### src/hdl/smnp_pkg.sv
// Shared types, constants and helper functions for the strobed nibble mouse port.
// No dependencies; every other file of the block imports this package.
package smnp_pkg;

	localparam int ACCUM_BITS_DEFAULT = 16;
	localparam int CFG_DATA_W = 16;
	localparam int CFG_INDEX_W = 2;

	localparam logic [CFG_INDEX_W-1:0] CFG_RESOLUTION = 2'd0;
	localparam logic [CFG_INDEX_W-1:0] CFG_TIMEOUT = 2'd1;
	localparam logic [CFG_INDEX_W-1:0] CFG_REVERSE = 2'd2;

	localparam logic [15:0] RESOLUTION_RESET = 16'd400;
	localparam logic [15:0] TIMEOUT_RESET = 16'd300;
	localparam logic [15:0] GAP_MAX = 16'hffff;

	localparam int SCALE_FACTOR = 200;
	localparam int BYTE_MAX = 127;
	localparam int BYTE_MIN_MAG = 128;

	typedef enum logic [1:0] {
		OP_TICK = 2'd0,
		OP_RISE = 2'd1,
		OP_FALL = 2'd2,
		OP_REPORT = 2'd3
	} op_t;

	typedef struct packed {
		op_t op;
		logic signed [7:0] delta_x;
		logic signed [7:0] delta_y;
		logic left_button;
		logic right_button;
	} cmd_t;

	typedef struct packed {
		logic [15:0] resolution_dpi;
		logic [15:0] timeout_ticks;
		logic reverse_nibble;
	} cfg_t;

	typedef enum logic [1:0] {
		ST_IDLE,
		ST_DIV_X,
		ST_DIV_Y
	} state_t;

	// Nibble sent at a given position of the frame, high nibble first.
	function automatic logic [3:0] nibble_of(input logic [15:0] word, input logic [1:0] pos);
		logic [3:0] n;
		case (pos)
			2'd0: n = word[15:12];
			2'd1: n = word[11:8];
			2'd2: n = word[7:4];
			2'd3: n = word[3:0];
			default: n = word[3:0];
		endcase
		return n;
	endfunction

	function automatic logic [3:0] flip4(input logic [3:0] n);
		return {n[0], n[1], n[2], n[3]};
	endfunction

endpackage

### src/hdl/smnp_front.sv
// Front part: accepts input items, classifies them into commands and holds
// them in a two-entry queue for the back part. Depends on smnp_pkg.
module smnp_front (
	input logic clk,
	input logic arst_n,
	input logic in_valid,
	output logic in_ready,
	input logic [1:0] kind,
	input logic signed [7:0] delta_x,
	input logic signed [7:0] delta_y,
	input logic left_button,
	input logic right_button,
	output logic cmd_valid,
	output smnp_pkg::cmd_t cmd,
	input logic cmd_pop
);
	import smnp_pkg::*;

	cmd_t q_mem_q [2];
	logic wr_ptr_q;
	logic rd_ptr_q;
	logic [1:0] count_q;
	logic push;
	cmd_t cmd_in;

	always_comb begin
		cmd_in.delta_x = delta_x;
		cmd_in.delta_y = delta_y;
		cmd_in.left_button = left_button;
		cmd_in.right_button = right_button;
		case (kind)
			OP_TICK: cmd_in.op = OP_TICK;
			OP_RISE: cmd_in.op = OP_RISE;
			OP_FALL: cmd_in.op = OP_FALL;
			default: cmd_in.op = OP_REPORT;
		endcase
	end

	assign in_ready = (count_q != 2'd2);
	assign push = in_valid && in_ready;
	assign cmd_valid = (count_q != 2'd0);
	assign cmd = q_mem_q[rd_ptr_q];

	always_ff @(posedge clk) begin
		if (push) begin
			q_mem_q[wr_ptr_q] <= cmd_in;
		end
	end

	always_ff @(posedge clk or negedge arst_n) begin
		if (!arst_n) begin
			wr_ptr_q <= 1'b0;
			rd_ptr_q <= 1'b0;
			count_q <= 2'd0;
		end else begin
			if (push) begin
				wr_ptr_q <= ~wr_ptr_q;
			end
			if (cmd_pop) begin
				rd_ptr_q <= ~rd_ptr_q;
			end
			count_q <= count_q + {1'b0, push} - {1'b0, cmd_pop};
		end
	end

	a_count_bound: assert property (@(posedge clk) disable iff (!arst_n)
		count_q <= 2'd2) else $error("queue count out of range");
	a_pop_valid: assert property (@(posedge clk) disable iff (!arst_n)
		cmd_pop |-> cmd_valid) else $error("pop from empty queue");
	a_push_grow: assert property (@(posedge clk) disable iff (!arst_n)
		(push && !cmd_pop) |=> count_q == $past(count_q) + 2'd1)
		else $error("queue count did not grow on transfer");

endmodule

### src/hdl/smnp_div.sv
// Bit-serial restoring divider, one quotient bit per cycle, unsigned operands.
// Depends on smnp_pkg for the default dividend width and the shared import convention.
module smnp_div #(
	parameter int NUM_W = smnp_pkg::ACCUM_BITS_DEFAULT + 8
) (
	input logic clk,
	input logic arst_n,
	input logic start,
	input logic [NUM_W-1:0] num,
	input logic [15:0] den,
	output logic busy,
	output logic done,
	output logic [NUM_W-1:0] quot
);
	import smnp_pkg::*;

	localparam int CNT_W = $clog2(NUM_W + 1);

	logic busy_q;
	logic done_q;
	logic [CNT_W-1:0] cnt_q;
	logic [16:0] rem_q;
	logic [NUM_W-1:0] quo_q;
	logic [15:0] den_q;
	logic [16:0] shifted;
	logic fits;

	assign shifted = {rem_q[15:0], quo_q[NUM_W-1]};
	assign fits = (shifted >= {1'b0, den_q});

	// The dividend shifts out of the top of quo_q while quotient bits enter below.
	always_ff @(posedge clk) begin
		if (start) begin
			rem_q <= '0;
			quo_q <= num;
			den_q <= den;
		end else if (busy_q) begin
			rem_q <= fits ? (shifted - {1'b0, den_q}) : shifted;
			quo_q <= {quo_q[NUM_W-2:0], fits};
		end
	end

	always_ff @(posedge clk or negedge arst_n) begin
		if (!arst_n) begin
			busy_q <= 1'b0;
			done_q <= 1'b0;
			cnt_q <= '0;
		end else begin
			done_q <= 1'b0;
			if (start) begin
				busy_q <= 1'b1;
				cnt_q <= '0;
			end else if (busy_q) begin
				cnt_q <= cnt_q + 1'b1;
				if (cnt_q == CNT_W'(NUM_W - 1)) begin
					busy_q <= 1'b0;
					done_q <= 1'b1;
				end
			end
		end
	end

	assign busy = busy_q;
	assign done = done_q;
	assign quot = quo_q;

	a_start_idle: assert property (@(posedge clk) disable iff (!arst_n)
		start |-> !busy_q) else $error("divider started while busy");
	a_done_idle: assert property (@(posedge clk) disable iff (!arst_n)
		done_q |-> !busy_q) else $error("divider done while still busy");
	a_cnt_bound: assert property (@(posedge clk) disable iff (!arst_n)
		busy_q |-> cnt_q < CNT_W'(NUM_W)) else $error("divider step count overrun");

endmodule

### src/hdl/smnp_back.sv
// Back part: executes queued commands, keeps accumulators, frame word, nibble
// sequence and edge timing, and holds the output register. Uses smnp_div, smnp_pkg.
module smnp_back #(
	parameter int ACCUM_BITS = smnp_pkg::ACCUM_BITS_DEFAULT
) (
	input logic clk,
	input logic arst_n,
	input smnp_pkg::cfg_t cfg,
	input logic cmd_valid,
	input smnp_pkg::cmd_t cmd,
	output logic cmd_pop,
	output logic out_valid,
	input logic out_ready,
	output logic [3:0] data_pins,
	output logic trigger_one,
	output logic trigger_two
);
	import smnp_pkg::*;

	localparam int N = ACCUM_BITS;
	localparam int NUM_W = ACCUM_BITS + 8;

	state_t state_q, state_d;

	logic signed [N-1:0] acc_x_q, acc_y_q;
	logic [15:0] frame_word_q;
	logic [1:0] pos_q;
	logic [15:0] gap_q;
	logic [3:0] pins_q;
	logic [1:0] trig_q;
	logic [7:0] byte_x_q;
	logic out_valid_q;
	logic [3:0] out_pins_q;
	logic [1:0] out_trig_q;

	logic out_free;
	logic out_load;
	logic [3:0] out_pins_d;
	logic [1:0] out_trig_d;
	logic acc_add, acc_clear, gap_inc, gap_clear;
	logic pos_we, byte_x_we, fw_we;
	logic [1:0] pos_d, pos_eff;
	logic [15:0] fw_d;
	logic div_start, div_use_y, div_busy, div_done;
	logic [NUM_W-1:0] div_num, div_quot;
	logic [15:0] div_den;
	logic signed [N-1:0] num_src, sign_src;
	logic [N-1:0] mag;
	logic result_neg;
	logic [7:0] scaled_byte;
	logic signed [N:0] sum_x, sum_y;

	function automatic logic [3:0] pin_level(input logic [3:0] n, input logic rev);
		return ~(rev ? flip4(n) : n);
	endfunction

	// Numerator is |acc| * 200; the sign of -acc is applied after the divide.
	assign num_src = div_use_y ? acc_y_q : acc_x_q;
	assign mag = num_src[N-1] ? (~num_src + 1'b1) : num_src;
	assign div_num = NUM_W'(mag) * NUM_W'(SCALE_FACTOR);
	assign div_den = (cfg.resolution_dpi == 16'd0) ? 16'd1 : cfg.resolution_dpi;

	assign sign_src = (state_q == ST_DIV_Y) ? acc_y_q : acc_x_q;
	assign result_neg = !sign_src[N-1] && (sign_src != '0);

	always_comb begin
		if (result_neg) begin
			scaled_byte = (div_quot > NUM_W'(BYTE_MIN_MAG)) ? 8'h80
				: (~div_quot[7:0] + 8'd1);
		end else begin
			scaled_byte = (div_quot > NUM_W'(BYTE_MAX)) ? 8'h7f : div_quot[7:0];
		end
	end

	assign sum_x = (N+1)'(acc_x_q) + (N+1)'(cmd.delta_x);
	assign sum_y = (N+1)'(acc_y_q) + (N+1)'(cmd.delta_y);

	assign out_free = !out_valid_q || out_ready;

	always_comb begin
		state_d = state_q;
		cmd_pop = 1'b0;
		div_start = 1'b0;
		div_use_y = 1'b0;
		out_load = 1'b0;
		out_pins_d = pins_q;
		out_trig_d = trig_q;
		acc_add = 1'b0;
		acc_clear = 1'b0;
		gap_inc = 1'b0;
		gap_clear = 1'b0;
		pos_we = 1'b0;
		pos_d = pos_q;
		byte_x_we = 1'b0;
		fw_we = 1'b0;
		fw_d = {byte_x_q, scaled_byte};
		pos_eff = pos_q;
		case (state_q)
			ST_IDLE: begin
				if (cmd_valid && out_free) begin
					cmd_pop = 1'b1;
					case (cmd.op)
						OP_TICK: begin
							gap_inc = 1'b1;
							out_load = 1'b1;
						end
						OP_REPORT: begin
							acc_add = 1'b1;
							out_trig_d = {cmd.right_button, cmd.left_button};
							out_load = 1'b1;
						end
						default: begin
							// A falling edge after a long enough gap restarts the frame.
							if (cmd.op == OP_FALL && gap_q >= cfg.timeout_ticks) begin
								pos_eff = 2'd0;
							end
							gap_clear = 1'b1;
							pos_we = 1'b1;
							if (pos_eff == 2'd0) begin
								pos_d = 2'd0;
								div_start = 1'b1;
								state_d = ST_DIV_X;
							end else begin
								pos_d = pos_eff + 2'd1;
								out_pins_d = pin_level(nibble_of(frame_word_q, pos_eff),
									cfg.reverse_nibble);
								out_load = 1'b1;
							end
						end
					endcase
				end
			end
			ST_DIV_X: begin
				if (div_done) begin
					byte_x_we = 1'b1;
					div_start = 1'b1;
					div_use_y = 1'b1;
					state_d = ST_DIV_Y;
				end
			end
			ST_DIV_Y: begin
				if (div_done) begin
					fw_we = 1'b1;
					acc_clear = 1'b1;
					pos_we = 1'b1;
					pos_d = 2'd1;
					out_pins_d = pin_level(nibble_of(fw_d, 2'd0), cfg.reverse_nibble);
					out_load = 1'b1;
					state_d = ST_IDLE;
				end
			end
			default: begin
				state_d = ST_IDLE;
			end
		endcase
	end

	always_ff @(posedge clk or negedge arst_n) begin
		if (!arst_n) begin
			state_q <= ST_IDLE;
		end else begin
			state_q <= state_d;
		end
	end

	always_ff @(posedge clk or negedge arst_n) begin
		if (!arst_n) begin
			acc_x_q <= '0;
			acc_y_q <= '0;
			frame_word_q <= '0;
			pos_q <= 2'd0;
			gap_q <= '0;
			pins_q <= '0;
			trig_q <= '0;
			out_valid_q <= 1'b0;
		end else begin
			if (acc_clear) begin
				acc_x_q <= '0;
				acc_y_q <= '0;
			end else if (acc_add) begin
				acc_x_q <= (sum_x[N] != sum_x[N-1]) ? {sum_x[N], {(N-1){~sum_x[N]}}}
					: sum_x[N-1:0];
				acc_y_q <= (sum_y[N] != sum_y[N-1]) ? {sum_y[N], {(N-1){~sum_y[N]}}}
					: sum_y[N-1:0];
			end
			if (fw_we) begin
				frame_word_q <= fw_d;
			end
			if (pos_we) begin
				pos_q <= pos_d;
			end
			if (gap_clear) begin
				gap_q <= '0;
			end else if (gap_inc && gap_q != GAP_MAX) begin
				gap_q <= gap_q + 16'd1;
			end
			if (out_load) begin
				pins_q <= out_pins_d;
				trig_q <= out_trig_d;
				out_valid_q <= 1'b1;
			end else if (out_ready) begin
				out_valid_q <= 1'b0;
			end
		end
	end

	always_ff @(posedge clk) begin
		if (byte_x_we) begin
			byte_x_q <= scaled_byte;
		end
		if (out_load) begin
			out_pins_q <= out_pins_d;
			out_trig_q <= out_trig_d;
		end
	end

	smnp_div #(
		.NUM_W(NUM_W)
	) u_div (
		.clk(clk),
		.arst_n(arst_n),
		.start(div_start),
		.num(div_num),
		.den(div_den),
		.busy(div_busy),
		.done(div_done),
		.quot(div_quot)
	);

	assign out_valid = out_valid_q;
	assign data_pins = out_pins_q;
	assign trigger_one = out_trig_q[0];
	assign trigger_two = out_trig_q[1];

	a_load_free: assert property (@(posedge clk) disable iff (!arst_n)
		out_load |-> out_free) else $error("output register overwritten");
	a_div_out_empty: assert property (@(posedge clk) disable iff (!arst_n)
		(state_q == ST_DIV_X || state_q == ST_DIV_Y) |-> !out_valid_q)
		else $error("result pending during frame scaling");
	a_div_busy_state: assert property (@(posedge clk) disable iff (!arst_n)
		div_busy |-> (state_q == ST_DIV_X || state_q == ST_DIV_Y))
		else $error("divider running outside scaling states");
	a_no_pop_scaling: assert property (@(posedge clk) disable iff (!arst_n)
		(state_q != ST_IDLE) |-> !cmd_pop) else $error("command taken during scaling");

endmodule

### src/hdl/strobed_nibble_mouse_port.sv
// Top level of the strobed nibble mouse port: configuration registers and the
// front part with its queue and the back part. Uses smnp_pkg, smnp_front and smnp_back.
//
// Each input item (microsecond tick, strobe rising or falling edge, mouse
// report) produces exactly one result with the current data pin levels and
// trigger lines. Items enter a two-entry command queue; ticks, reports and
// edges within a frame pass through the queue and the output register, and
// the block can take one such item per cycle while out_ready stays high. The
// edge that starts a frame scales both axes on one shared bit-serial divider,
// one quotient bit per cycle, and no further command leaves the queue until
// both axes are scaled. Configuration writes take effect at once and are meant to
// be made while no item is in flight.
module strobed_nibble_mouse_port #(
	parameter int ACCUM_BITS = smnp_pkg::ACCUM_BITS_DEFAULT
) (
	input logic clk,
	input logic arst_n,
	input logic cfg_we,
	input logic [smnp_pkg::CFG_INDEX_W-1:0] cfg_index,
	input logic [smnp_pkg::CFG_DATA_W-1:0] cfg_data,
	input logic in_valid,
	output logic in_ready,
	input logic [1:0] kind,
	input logic signed [7:0] delta_x,
	input logic signed [7:0] delta_y,
	input logic left_button,
	input logic right_button,
	output logic out_valid,
	input logic out_ready,
	output logic [3:0] data_pins,
	output logic trigger_one,
	output logic trigger_two
);
	import smnp_pkg::*;

	cfg_t cfg_q;
	logic cmd_valid;
	logic cmd_pop;
	cmd_t cmd;

	always_ff @(posedge clk or negedge arst_n) begin
		if (!arst_n) begin
			cfg_q.resolution_dpi <= RESOLUTION_RESET;
			cfg_q.timeout_ticks <= TIMEOUT_RESET;
			cfg_q.reverse_nibble <= 1'b0;
		end else if (cfg_we) begin
			case (cfg_index)
				CFG_RESOLUTION: cfg_q.resolution_dpi <= cfg_data;
				CFG_TIMEOUT: cfg_q.timeout_ticks <= cfg_data;
				CFG_REVERSE: cfg_q.reverse_nibble <= cfg_data[0];
				default: ;
			endcase
		end
	end

	smnp_front u_front (
		.clk(clk),
		.arst_n(arst_n),
		.in_valid(in_valid),
		.in_ready(in_ready),
		.kind(kind),
		.delta_x(delta_x),
		.delta_y(delta_y),
		.left_button(left_button),
		.right_button(right_button),
		.cmd_valid(cmd_valid),
		.cmd(cmd),
		.cmd_pop(cmd_pop)
	);

	smnp_back #(
		.ACCUM_BITS(ACCUM_BITS)
	) u_back (
		.clk(clk),
		.arst_n(arst_n),
		.cfg(cfg_q),
		.cmd_valid(cmd_valid),
		.cmd(cmd),
		.cmd_pop(cmd_pop),
		.out_valid(out_valid),
		.out_ready(out_ready),
		.data_pins(data_pins),
		.trigger_one(trigger_one),
		.trigger_two(trigger_two)
	);

endmodule

### config.mk
export PLATFORM = sky130hd
export DESIGN_NAME = strobed_nibble_mouse_port
export DESIGN_NICKNAME = d
export VERILOG_FILES = /design/src/hdl/smnp_pkg.sv /design/src/hdl/smnp_front.sv /design/src/hdl/smnp_div.sv /design/src/hdl/smnp_back.sv /design/src/hdl/strobed_nibble_mouse_port.sv
export SDC_FILE = /design/constraint.sdc
export NUM_CORES = 1
export LEC_CHECK = 0
export BUFFER_PORTS_ARGS = -buffer_cell sky130_fd_sc_hd__buf_2
export CAP_MARGIN = 15
export CORE_ASPECT_RATIO = 1.1
export CORE_MARGIN = 5
export CORE_UTILIZATION = 45
export DETAILED_ROUTE_END_ITERATION = 10
export GPL_TIMING_DRIVEN = 0
export PLACE_DENSITY = 0.69
export SLEW_MARGIN = 20
export SYNTH_ARGS = -nofsm -noshare
export SYNTH_HDL_FRONTEND = slang
export SYNTH_SLANG_ARGS = --single-unit
export TNS_END_PERCENT = 20
### constraint.sdc
create_clock -name clk -period 16.4 [get_ports clk]
set_clock_uncertainty 0.2 [all_clocks]
set_input_delay 0.82 -clock clk [delete_from_list [all_inputs] [get_ports clk]]
set_output_delay 0.82 -clock clk [all_outputs]
set_load 0.05 [all_outputs]
==> results of run 1 <==
per-layer routing:
| layer | up-vias | part of all wire [%] |
|---|---|---|
| met2 | 216 | 48 |
| met1 | 5194 | 46 |
| met3 | 55 | 3.7 |
| li1 | 5384 | - |
| met4 | 0 | 2.5 |
| met5 | - | 0 |
worst min-delay path by stage:
stage                  startpoint                      end  slack [ns]  depth (start not counted)
4_1_cts                    arst_n          u_back.gap_q[2]        0.09                          1
3_3_place_gp   u_back.byte_x_q[2]  u_back.frame_word_q[10]        0.22                          2
3_5_place_dp   u_back.byte_x_q[2]  u_back.frame_word_q[10]        0.24                          2
2_1_floorplan  u_back.byte_x_q[2]  u_back.frame_word_q[10]        0.21                          2
5_1_grt                    arst_n          u_back.gap_q[2]        0.12                          1
6_report                   arst_n          u_back.gap_q[2]        0.08                          1
cell usage in the layout, fill, tap and decap left out, drive strengths merged, types with 7 or more instances in the layout:
| cell | count |
|---|---|
| a211oi | 12 |
| a21o | 29 |
| a21oi | 86 |
| a22o | 16 |
| a31oi | 16 |
| and3 | 17 |
| buf | 64 |
| clkbuf | 91 |
| dfrtp | 108 |
| dfstp | 7 |
| dfxtp | 19 |
| edfxtp | 91 |
| fa | 13 |
| ha | 130 |
| inv | 117 |
| maj3 | 8 |
| mux2 | 59 |
| mux2i | 42 |
| nand2 | 103 |
| nand2b | 13 |
| nand3 | 46 |
| nand4 | 12 |
| nor2 | 82 |
| nor2b | 16 |
| nor3 | 21 |
| nor4 | 17 |
| o21a | 15 |
| o21ai | 110 |
| xnor2 | 55 |
| xor2 | 32 |
logic make-up (layout without fill, tap and decap cells):
family	after synthesis	after routing
adder cells (fa/ha/maj)	151	151
XOR/XNOR	87	87
AND/OR/NAND/NOR	366	366
AO/OA/AOI/OAI	341	341
multiplexers	101	101
buffers and inverters	183	275
flip-flops	225	225
synthesized netlist by cell type (42+ instances only):
cell        n  area [um2]
o21ai_0   108         541
edfxtp_1   91        2730
mux2i_1    42         420
clkbuf_1   52         195
a21oi_1    85         425
mux2_2     59         664
nor2_1     82         308
ha_1      130        1630
nand3_1    46         230
dfrtp_1   108        2700
xnor2_1    55         482
nand2_1   103         387
inv_1     115         432
registers in the layout, indices dropped and copies added, names as in the netlist:
| register | count |
|---|---|
| u_back.frame_word_q | 12 |
| u_back.state_q | 2 |
| u_back.pins_q | 4 |
| u_back.data_pins | 4 |
| u_back.byte_x_q | 8 |
| u_back.u_div.den_q | 16 |
| u_back.u_div.busy | 1 |
| u_front.wr_ptr_q | 1 |
| u_back.pos_q | 2 |
| u_back.out_trig_q | 2 |
| u_back.u_div.rem_q | 16 |
| u_back.acc_y_q | 16 |
| u_front.q_mem_q | 40 |
| u_back.trig_q | 2 |
| u_front.count_q | 2 |
| u_back.gap_q | 16 |
| u_back.acc_x_q | 16 |
| u_front.rd_ptr_q | 1 |
| u_back.out_valid | 1 |
| u_back.u_div.quot | 24 |
| u_back.u_div.cnt_q | 5 |
| cfg_q | 33 |
| u_back.u_div.done | 1 |
per-stage QoR:
step / utilization (%) / instances / hold slack, ns
2_1_floorplan: - / 1454 / 0.215
3_3_place_gp: 47.7 / 1928 / 0.218
3_5_place_dp: 47.8 / 1930 / 0.236
4_1_cts: 50.1 / 1972 / 0.0883
5_1_grt: 50.1 / 1972 / 0.121
6_report: 50.1 / 1972 / 0.0799
cell type report:
cell class | count | area, um2 | area share [%]
clock inverters | 4 | 85.1 | 0.528
repair buffers | 50 | 285 | 1.77
flip-flops and latches | 225 | 6000 | 37.3
plain buffers | 67 | 280 | 1.74
clock buffers | 38 | 662 | 4.11
inverters | 116 | 435 | 2.70
well taps | 426 | 533 | 3.31
multi-input cells | 1046 | 7820 | 48.6
critical path: stages, from the launching register on:
cell and delay (ns):
dfrtp_1 0.36, buf_2 0.23, nand3b_4 0.15, inv_2 0.12
buf_6 0.18, buf_2 0.43, mux2i_1 0.56, clkbuf_1 0.38
a31oi_1 0.10, xnor2_1 0.31, ha_1 0.29, ha_1 0.30
ha_1 0.32, xor2_1 0.17, ha_1 0.35, nor2b_1 0.14
o21ai_0 0.21, a21oi_1 0.16, o31ai_1 0.37, a22oi_1 0.18
a31oi_1 0.23, xor2_1 0.25, o21ai_0 0.11
==> results.json, run 1 <==
{
  "status": "finished clean",
  "hpwl_um": 23900,
  "ys_ff_latch": 225,
  "post_cts_resized": 0,
  "syn_nets": 1640,
  "die_x_um": 181,
  "setup_viol": 0,
  "yosysSeqAreaShare_pct": 41.3,
  "grt_pass1_vias": 11000,
  "ant_nets": 0,
  "required_ns": 16.45,
  "rsz0062_at_grt": "false",
  "die_area_um2": 36000,
  "cts_setup_buffers": 0,
  "clock_latency_ns": 0.52,
  "crit_path_start": "u_back.u_div.done",
  "grt_use_met3_pct": 1.98,
  "fp.dieH_um": 198,
  "grt.total_usage_pct": 17.7,
  "root_buffer": "clkbuf_16",
  "grt_max_degree": 63,
  "synth_simple_gate_area_share_pct": 12.5,
  "cp_data_arrival_time_ns": 6.45,
  "drt_iter0_markers": 668,
  "synth_top_family_by_area": "compound AO/OA/AOI/OAI gates",
  "ys_warn_count": 0,
  "synth_area_per_cell_um2": 9.99,
  "cp-start-kind": "register",
  "synthCells": 1454,
  "row_count": 69,
  "final_hold_viol_count": 0,
  "core_area_um2": 32100,
  "fillCellCount": 2962,
  "grt_most_used_layer": "met2",
  "layout-drive-gt1-share_pct": 12.0,
  "cts.sinks": 225,
  "post_synth_num_cell_types": 80,
  "synthFlopType": "dfrtp_1",
  "r2r_start": "u_back.u_div.done",
  "synth_mux_area_share_pct": 7.46,
  "post-route-drc-count": 0,
  "synthXorXnorAreaFrac_pct": 5.24,
  "clkSlewWorstSetupHoldPaths_ns": 0.06,
  "synthAdderAreaFrac_pct": 13.6,
  "max_slew_margin_pct": 38.2,
  "cts_buffers": 23,
  "place_area_um2": 15400,
  "final.period_utilization_pct": 39.0,
  "hold_class": "input pin to async pin",
  "grt_overflow": 0,
  "worstReg2RegEnd": "u_back.u_div.quot[23]",
  "async_flop_share_pct": 51.1,
  "synth-edff-count": 91,
  "end_kind": "register",
  "post_drt_wl_per_cell_um": 16.0,
  "tns_ns": 0,
  "area_growth_syn_to_layout_pct": 10.8,
  "nets": 1715,
  "r2r_cells": 22,
  "slew_viol_final": 0,
  "grt_use_met1_pct": 23.6,
  "antenna_found_initial": 0,
  "cts_tree": "done",
  "layout_setup_ws_ns": 10.0,
  "vias": 10800,
  "period_needed_ns": 6.40,
  "pre_cts_ws_ns": 10.05,
  "drv_cap": 0,
  "critPathMaxFanout": 17,
  "cp-endpoint": "u_back.u_div.quot[23]",
  "synth-compound-area-share_pct": 14.9,
  "place_congestion": 0.833,
  "hold_buffers": 0,
  "antenna_cells": 0,
  "dr.pass1.iters": 4,
  "viasPerCell": 5.50,
  "stdcell_area_um2": 16100,
  "clock_path_buffers": 3,
  "reg2reg_slack_ns": 10.0,
  "synthesis.area_um2": 14500,
  "met2_usage_pct": 30.6,
  "grt_pass1_wl_um": 53900,
  "floorplan.initialDensity_pct": 45.3,
  "cts_max_level": 1,
  "drt_wl_total_um": 31600,
  "critical_path_class": "register to register",
  "io_pins": 51,
  "portBuffers": 48,
  "max_freq_mhz": 156,
  "worst_pin_slew_ns": 0.926
}
Power of run 1 is not shown: default switching activity piles up to over one toggle a cycle in this logic, so the estimate is an artifact.
==> run 2: changes to the inputs <==
--- a/config.mk
+++ b/config.mk
@@ -12,7 +12,7 @@
 export CORE_UTILIZATION = 45
 export DETAILED_ROUTE_END_ITERATION = 10
 export GPL_TIMING_DRIVEN = 0
-export PLACE_DENSITY = 0.69
+export PLACE_DENSITY = 0.71
 export SLEW_MARGIN = 20
 export SYNTH_ARGS = -nofsm -noshare
 export SYNTH_HDL_FRONTEND = slang
==> constraint.sdc (replaced) <==
create_clock -name clk -period 5.68 [get_ports clk]
set_clock_uncertainty 0.2 [all_clocks]
set_input_delay 0.284 -clock clk [delete_from_list [all_inputs] [get_ports clk]]
set_output_delay 0.284 -clock clk [all_outputs]
set_load 0.05 [all_outputs]
==> results.json, run 2 (synthesis gave the netlist of run 1 again) <==
{
  "status": "finished clean",
  "hold_class": "input pin to async pin",
  "viasPerCell": 5.55,
  "cts_max_level": 1,
  "dr.pass1.iters": 7,
  "top_register": "u_front.q_mem_q",
  "place_congestion": 0.847,
  "largest_reg_flops": 40,
  "drt_wl_total_um": 32900,
  "max_freq_mhz": 184,
  "layout-drive-gt1-share_pct": 14.2,
  "stdcell_area_um2": 16900,
  "drv_cap": 0,
  "cp_data_arrival_time_ns": 5.49,
  "layout_setup_ws_ns": 0.244,
  "clkSlewWorstSetupHoldPaths_ns": 0.06,
  "ant_nets": 0,
  "fp.dieH_um": 198,
  "nets": 1768,
  "grt_max_degree": 73,
  "critPathMaxFanout": 9,
  "clock_path_buffers": 3,
  "row_count": 69,
  "slew_viol_final": 0,
  "portBuffers": 48,
  "die_x_um": 181,
  "layout_commonest_cell": "ha_1",
  "end_kind": "register",
  "cts_buffers": 24,
  "hpwl_um": 23800,
  "grt_pass1_vias": 11200,
  "final_hold_viol_count": 0,
  "setup_viol": 0,
  "place_area_um2": 15400,
  "period_needed_ns": 5.44,
  "antenna_found_initial": 0,
  "post_drt_wl_per_cell_um": 16.3,
  "die_area_um2": 36000,
  "root_buffer": "clkbuf_16",
  "area_growth_syn_to_layout_pct": 16.3,
  "final.period_utilization_pct": 95.7,
  "grt_pass1_wl_um": 55400,
  "fillCellCount": 2830,
  "post-route-drc-count": 0,
  "clock_latency_ns": 0.54,
  "cp-start-kind": "register",
  "core_area_um2": 32100,
  "critical_path_class": "register to register",
  "required_ns": 5.74,
  "max_slew_margin_pct": 36.4,
  "pre_cts_ws_ns": -0.644,
  "worst_pin_slew_ns": 0.951,
  "vias": 11200,
  "most-common-layout-cells": "ha_1, inv_1, o21ai_0, dfrtp_1, nand2_1",
  "drt_iter0_markers": 554,
  "grt_overflow": 0,
  "cts.sinks": 225,
  "floorplan.initialDensity_pct": 45.3,
  "antenna_cells": 0,
  "io_pins": 51,
  "grt.total_usage_pct": 18.1,
  "cts_tree": "done"
}
-- run 2: layer usage --
metal / global-route usage, % / wire [um] / vias to the layer above
li1: - / - / 5511
met4: 5.17 / 846 / 0
met1: 24.4 / 14600 / 5390
met3: 1.96 / 1420 / 67
met2: 31.3 / 16000 / 275
met5: 0 / 0 / -
-- run 2: final cells by class --
cell class | instances | area, um2 | area share [%]
plain buffers | 67 | 313 | 1.85
clock buffers | 33 | 686 | 4.06
clock inverters | 11 | 163 | 0.962
inverters | 116 | 438 | 2.59
multi-input cells | 1046 | 7980 | 47.2
flip-flops and latches | 225 | 6000 | 35.5
well taps | 426 | 533 | 3.15
repair buffers | 102 | 793 | 4.69
-- run 2: final timing paths --
kind,from,slack [ns],depth (start not counted),endpoint
max in group asynchronous,arst_n,4.50,3,u_back.acc_y_q[8]
setup reg to reg,u_back.u_div.done,0.24,24,u_back.u_div.quot[23]
min in group clk,u_back.byte_x_q[3],0.23,2,u_back.frame_word_q[11]
hold reg to reg,u_back.byte_x_q[3],0.23,2,u_back.frame_word_q[11]
setup / recovery,u_back.u_div.done,0.24,24,u_back.u_div.quot[23]
hold / removal,arst_n,0.05,2,u_front.wr_ptr_q
-- run 2: stage by stage --
| step | utilization, % | instances | hold WS (ns) | setup TNS (ns) |
|---|---|---|---|---|
| detailed placement | 47.8 | 1930 | 0.0353 | -4.62 |
| floorplan | - | 1454 | -0.212 | 0 |
| global placement | 47.7 | 1928 | 0.219 | -3.91 |
| global route | 52.6 | 2026 | 0.0808 | -0.00122 |
| CTS | 52.1 | 2018 | 0.0326 | -0.00626 |
| finish | 52.6 | 2026 | 0.0483 | 0 |
-- run 2: what timing repair did --
action	4_1_cts	5_1_grt
hold buffers	42	0
setup buffers	2	8
pin swaps	1	4
endpoints found under the setup margin	31	30
gates resized for setup	20	23
endpoints found under the hold margin	191	0
-- run 2: critical path: stages, from the launching register on --
cell,delay (ns)
dfrtp_1,0.37
buf_6,0.15
nand3b_4,0.11
inv_4,0.10
buf_12,0.16
mux2i_4,0.26
ha_2,0.22
nand3_1,0.12
inv_1,0.11
a41o_1,0.25
buf_4,0.13
xor2_1,0.15
ha_1,0.25
ha_1,0.28
inv_1,0.05
fa_1,0.50
inv_1,0.04
ha_1,0.38
a21o_1,0.21
a21o_1,0.22
nor4b_2,0.23
a22oi_1,0.14
a31oi_1,0.19
xor2_1,0.22
o21ai_0,0.10
Power of run 2 is left out for the same reason.
